===== src/hw/rtl/assert_macros.svh =====
// Assertion macros for the RTL files that check their own logic.
// Depends on nothing; each macro expects clk and rst in scope.
`ifndef ASSERT_MACROS_SVH
`define ASSERT_MACROS_SVH

// Same-cycle implication, disabled during reset.
`define VGD_ASSERT_NOW(label, ante, cons) \
  label: assert property (@(posedge clk) disable iff (rst) (ante) |-> (cons)) \
    else $error("vgd assertion failed");

// Next-cycle implication, disabled during reset.
`define VGD_ASSERT_NEXT(label, ante, cons) \
  label: assert property (@(posedge clk) disable iff (rst) (ante) |=> (cons)) \
    else $error("vgd assertion failed");

`endif


===== src/hw/rtl/vgd_pkg.sv =====
// Package for the voxel grid downsampler: sizes, codes, transaction types.
// Depends on nothing; used by every vgd_* module and the top level.
`default_nettype none

package vgd_pkg;

  localparam int CAPACITY    = 1024;
  localparam int FRAC_BITS   = 16;
  localparam int IDX_W       = $clog2(CAPACITY);
  localparam int CNT_W       = IDX_W + 1;
  localparam int KEY_SHIFT   = 2 * FRAC_BITS;
  localparam int QUEUE_DEPTH = 4;
  localparam int QPTR_W      = $clog2(QUEUE_DEPTH);
  localparam int DIV_STEPS   = 64;
  localparam int DSTEP_W     = $clog2(DIV_STEPS);

  localparam logic [31:0] INV_RESET = 32'(64'd1 << FRAC_BITS);
  localparam logic [63:0] MAG_LIMIT = 64'h0000_0000_8000_0000;

  typedef enum logic [1:0] {
    REG_INV_X = 2'd0,
    REG_INV_Y = 2'd1,
    REG_INV_Z = 2'd2,
    REG_AVG   = 2'd3
  } reg_idx_t;

  typedef enum logic {
    REQ_ADD   = 1'b0,
    REQ_DRAIN = 1'b1
  } req_kind_t;

  typedef enum logic [3:0] {
    ST_IDLE,
    ST_SCAN,
    ST_UPD,
    ST_DRD,
    ST_DCAP,
    ST_DIV_GO,
    ST_DIV_WAIT,
    ST_EMIT
  } back_state_t;

  // One classified request, as queued between front and back.
  typedef struct packed {
    logic               req_type;
    logic signed [31:0] px;
    logic signed [31:0] py;
    logic signed [31:0] pz;
    logic signed [31:0] kx;
    logic signed [31:0] ky;
    logic signed [31:0] kz;
  } job_t;

  // One table entry.
  typedef struct packed {
    logic signed [31:0] kx;
    logic signed [31:0] ky;
    logic signed [31:0] kz;
    logic signed [63:0] sx;
    logic signed [63:0] sy;
    logic signed [63:0] sz;
    logic [31:0]        cnt;
  } entry_t;

  typedef struct packed {
    logic [CNT_W-1:0] entry_count;
    logic             overflow_flag;
    logic             busy;
  } status_t;

  function automatic logic signed [31:0] sat32(input logic signed [63:0] v);
    logic signed [31:0] r;
    if (v > 64'sd2147483647) begin
      r = 32'sh7FFF_FFFF;
    end else if (v < -64'sd2147483648) begin
      r = 32'sh8000_0000;
    end else begin
      r = v[31:0];
    end
    return r;
  endfunction

  // Arithmetic shift of the exact product gives the floor.
  function automatic logic signed [31:0] key_of(input logic signed [63:0] prod);
    logic signed [63:0] q;
    q = prod >>> KEY_SHIFT;
    return sat32(q);
  endfunction

endpackage

`default_nettype wire


===== src/hw/rtl/vgd_queue.sv =====
// Short request queue between the front and back parts.
// Depends on vgd_pkg.
`default_nettype none

module vgd_queue (
  input  wire logic          clk,
  input  wire logic          rst,
  input  wire logic          push,
  output logic               push_ready,
  input  wire vgd_pkg::job_t push_job,
  output logic               pop_valid,
  input  wire logic          pop,
  output vgd_pkg::job_t      pop_job
);

  vgd_pkg::job_t                items [vgd_pkg::QUEUE_DEPTH];
  logic [vgd_pkg::QPTR_W-1:0]   wr_ptr;
  logic [vgd_pkg::QPTR_W-1:0]   rd_ptr;
  logic [vgd_pkg::QPTR_W:0]     fill;
  logic                         do_push;
  logic                         do_pop;

  assign push_ready = fill != (vgd_pkg::QPTR_W + 1)'(vgd_pkg::QUEUE_DEPTH);
  assign pop_valid  = fill != '0;
  assign do_push    = push && push_ready;
  assign do_pop     = pop && pop_valid;
  assign pop_job    = items[rd_ptr];

  always_ff @(posedge clk) begin
    if (rst) begin
      wr_ptr <= '0;
      rd_ptr <= '0;
      fill   <= '0;
    end else begin
      if (do_push) begin
        wr_ptr <= wr_ptr + 1'b1;
      end
      if (do_pop) begin
        rd_ptr <= rd_ptr + 1'b1;
      end
      if (do_push && !do_pop) begin
        fill <= fill + 1'b1;
      end else if (do_pop && !do_push) begin
        fill <= fill - 1'b1;
      end
    end
  end

  always_ff @(posedge clk) begin
    if (do_push) begin
      items[wr_ptr] <= push_job;
    end
  end

endmodule

`default_nettype wire


===== config.mk =====
export PLATFORM = sky130hd
export DESIGN_NAME = vgd_queue
export DESIGN_NICKNAME = d
export VERILOG_FILES = /design/src/hw/rtl/assert_macros.svh /design/src/hw/rtl/vgd_pkg.sv /design/src/hw/rtl/vgd_queue.sv
export SDC_FILE = /design/constraint.sdc
export NUM_CORES = 1
export LEC_CHECK = 0
export BUFFER_PORTS_ARGS = -buffer_cell sky130_fd_sc_hd__buf_2
export CELL_PAD_IN_SITES_DETAIL_PLACEMENT = 0
export CELL_PAD_IN_SITES_GLOBAL_PLACEMENT = 1
export CORE_MARGIN = 2
export CORE_UTILIZATION = 32
export CTS_CLUSTER_SIZE = 24
export DETAILED_ROUTE_END_ITERATION = 7
export PLACE_DENSITY_LB_ADDON = 0.1
export SLEW_MARGIN = 10
export SYNTH_ARGS = -nofsm -noshare
export SYNTH_HDL_FRONTEND = slang
export SYNTH_SLANG_ARGS = --single-unit

===== constraint.sdc =====
create_clock -name clk -period 7 [get_ports clk]
set_input_delay 1.05 -clock clk [delete_from_list [all_inputs] [get_ports clk]]
set_output_delay 1.05 -clock clk [all_outputs]
set_load 0.01 [all_outputs]

# Word-level counts from Yosys, hierarchy flattened
# Memories as Yosys holds them, arrays and structs flattened. A register that Yosys moved wholly into a read port is not among the register bits.
# Cells that the tools add are included.
# word_totals
latchBits	0
out_inout_bits	195
rom_bits	0
input_bits	197
reg_bits	7
mem_bits_rw	772
n_memories	1
# mem_list
name	depth	width	read_ports	rd_clocked_by_memory_dff	wr	line_no	source
items	4	193	1	1	1	vgd_queue.sv:16	vgd_pkg::job_t items [vgd_pkg::QUEUE_DEPTH];
# op_classes
n_reduce_logical	8
bitwise	0
div_mod_pow	0
add_sub_neg	4
mul	0
shifts	0
muxes	6
n_eq_ne	1
order_cmp	0
# op_table
operator	count
$mux W3	2
$add A2 B1 Y2 const B	2
$logic_and A1 B1 Y1	4
$mux W2	2
$add A3 B1 Y3 const B	1
$ne A3 B3 Y1 const B	1
$reduce_bool A3 Y1	1
$sub A3 B1 Y3 const B	1
$logic_not A1 Y1	2
$mux W1	2
$reduce_bool A2 Y1	1

# Depth between registers and ports, before layout
# logic_depth
ltp_word	6
mapped_depth	8
mapped_depth_nobuf	8

# Least setup slack after synthesis
# OpenSTA, ideal clock, no wires.
# synth_timing
path_kind	input -> register
from	input push
to	memory items[0][0] (netlist bit) (enable)
slack_ns	0.666
arrival_ns	5.757
n_path_buf	0
t_required_ns	6.423
cell_stages	2
cell_sequence	a21boi_2 > and2_1
# synth_between
elab_chain_cells	3
# synth_lines
element	line_no	source
start: declaration	vgd_queue.sv:8	input wire logic push,
$logic_and A1 B1 Y1	vgd_queue.sv:25	assign do_push = push && push_ready;
$mux W1	vgd_queue.sv:50	if (do_push) begin
$mux W1 (implied by the code)	vgd_queue.sv:51	items[wr_ptr] <= push_job;
end: declaration	vgd_queue.sv:16	
# No other way between the ends.

==> metrics.txt <==
Syn Nets 1,259; Worst slew margin 30.0%; DR pass1 iterations 7; RSZ-0062 raised after global routing no; total die area 91,600 sq um; I/O pin count 392; setup TNS 0 ns; Synth area leader edfxtp_1; Die Span X 303 um; worst-path maximum fanout 51; post-cts repair resize count 0; CTS clk-pin slew, worst paths 0.06 ns; most frequent cells after synthesis edfxtp_1, mux4_2, mux4_1; Syn Inst Count 1,056; layout cell share with drive strength beyond 1 43.2%; measured slew at the worst slew-check pin 1.05 ns; area grow syn2layout 20.7%; crit path DAT 2.80 ns; largest net degree at the start of global routing 107; Power Density 374 nW/um^2; CP Launch Type flip-flop; Critical Path Sink Type output port; Port-buffer cells 391; Detail Placement HPWL 36,200 um; skew final 0.0346 ns; hold_ws 0.525 ns; htree depth 3; fmax 0.260 GHz; WHS Path Cells 2; final slew viol count 0; Final Hold Fails 0; first-pass GRT wire length 91,000 um; CTS tree yes; fin crit period 3.85 ns; Residual DRC 0; Synth Cell Area 28,600 sq um; WS Path Type flip-flop to output port; Inserted Clock Buffers 87; drt total wl 63,200 um; Peak VDD IR 0.000274 V; flops & latches, synth 781; WL per Instance 23.0 um; GRT Total Usage 13.6%; vias in the first global route 13,700; Critical Path RT 5.95 ns; worst hold path type flip-flop to flip-flop; Async SR Flop Fraction 0%; most common cell in the netlist edfxtp_1; setup bufs post-CTS 0; worst stage delay on the critical path 0.80 ns; Mapped Avg Cell Area 27.0 sq um; Overflow after GRT 0; Area after DPL 31,800 sq um; slowest CP cell dfxtp_4; ys flop type edfxtp_1; sequential area share after synthesis 81.8%; clk_lat worst skew 0.64 ns; GP Congestion 0.684; initial antenna violation count 23; Rows 109; crit-path cells buf_4, mux4_2, buf_2; Post-synth EDFFs 772; clock root buffer master clkbuf_16; Tot Pwr 12.9 mW; worst r2r path cells 4; final setup fails 0; clock sinks 781; count of cell types in the netlist 26; share of the synthesized area in the top cell type 81.2%; # nets final 1,710; Core Area 88,400 sq um; DR iter-0 viols 671; CTS Hold Buffers Added 0; maxcap violations 0; Clock Tree Buf Depth 3; largest cells by area after synthesis edfxtp_1, mux4_2, mux4_1; initial core utilization 32.3%; LEAKAGE 11.4 nW; status finished clean; vias per cell 4.64; crit share post-route 55.0%; fin area 34,500 sq um; Antenna Nets Post-Route 0; via count 12,700; yosys warns 0; Die Span Y 303 um
## state kept, by name, summed over array words and instances (netlist names), named ones only
| name | flops |
|---|---|
| fill | 3 |
| items | 772 |
| rd_ptr | 2 |
| wr_ptr | 2 |
## kinds of logic (layout without fill, tap and decap cells)
family	after synthesis	count (layout)	share of synthesized area (%)
other	0	3	0
XOR/XNOR	4	4	0.123
adder cells (fa/ha/maj)	6	6	0.289
multiplexers	196	196	15.9
buffers and inverters	47	568	1.45
flip-flops	781	781	81.8
AO/OA/AOI/OAI	5	5	0.131
AND/OR/NAND/NOR	17	17	0.294
## per-stage QoR
stage / worst slack, ns / cells / utilization, %
2_1_floorplan: 0.666 / 1056 / -
3_3_place_gp: 3.44 / 2583 / 36.0
3_5_place_dp: 3.44 / 2583 / 36.0
4_1_cts: 2.97 / 2742 / 39.0
5_1_grt: 2.94 / 2743 / 39.0
6_report: 3.15 / 2745 / 39.0
## final cells by class
type	count	area, sq um
Antenna cell	3	7.51
Clock buffer	105	2240
Clock inverter	54	425
Fill cell	7974	53900
Inverter	3	11.3
Multi-Input combinational cell	228	4780
Sequential cell	781	23400
Tap cell	1165	1460
Timing Repair Buffer	406	2160
## critical path: cells and delay by family (launching register included)
| kind | cells | cell delay (ns) |
|---|---|---|
| buffers and inverters | 2 | 0.90 |
| flip-flops | 1 | 0.80 |
| multiplexers | 1 | 0.43 |
## power breakdown
group,total (mW),internal (mW),switching (mW)
clock network,4.23,2.41,1.82
logic,2.85,1.28,1.57
registers,5.80,5.68,0.122
## path summary, 6_finish.rpt
| path | startpoint | end | slack [ns] |
|---|---|---|---|
| worst min register to register | rd_ptr[1] | flip-flop | 0.52 |
| worst max-delay path | flip-flop | pop_job[168] | 3.15 |
| worst max register to register | fill[0] | items[3][166] | 4.04 |
| worst min-delay path | rd_ptr[1] | flip-flop | 0.52 |
## metal layers
metal  vias up  track usage, %  wire, um
li1       5560               -         -
met1      6666            16.9     25300
met2       332            22.2     31200
met3       137            5.26      4990
met4        34            3.89      1470
met5         -               0       193
## placed cells by master (no fill, tap or decap), types with 5 or more instances in the layout
cell type	n
nor2_1	8
clkinv_2	18
ha_1	5
mux4_1	42
buf_12	7
clkbuf_1	18
clkinv_1	25
dfxtp_1	7
buf_2	391
mux4_2	151
buf_4	8
clkbuf_16	87
edfxtp_1	772
No activity file was read; power rests on OpenSTA's default activity.
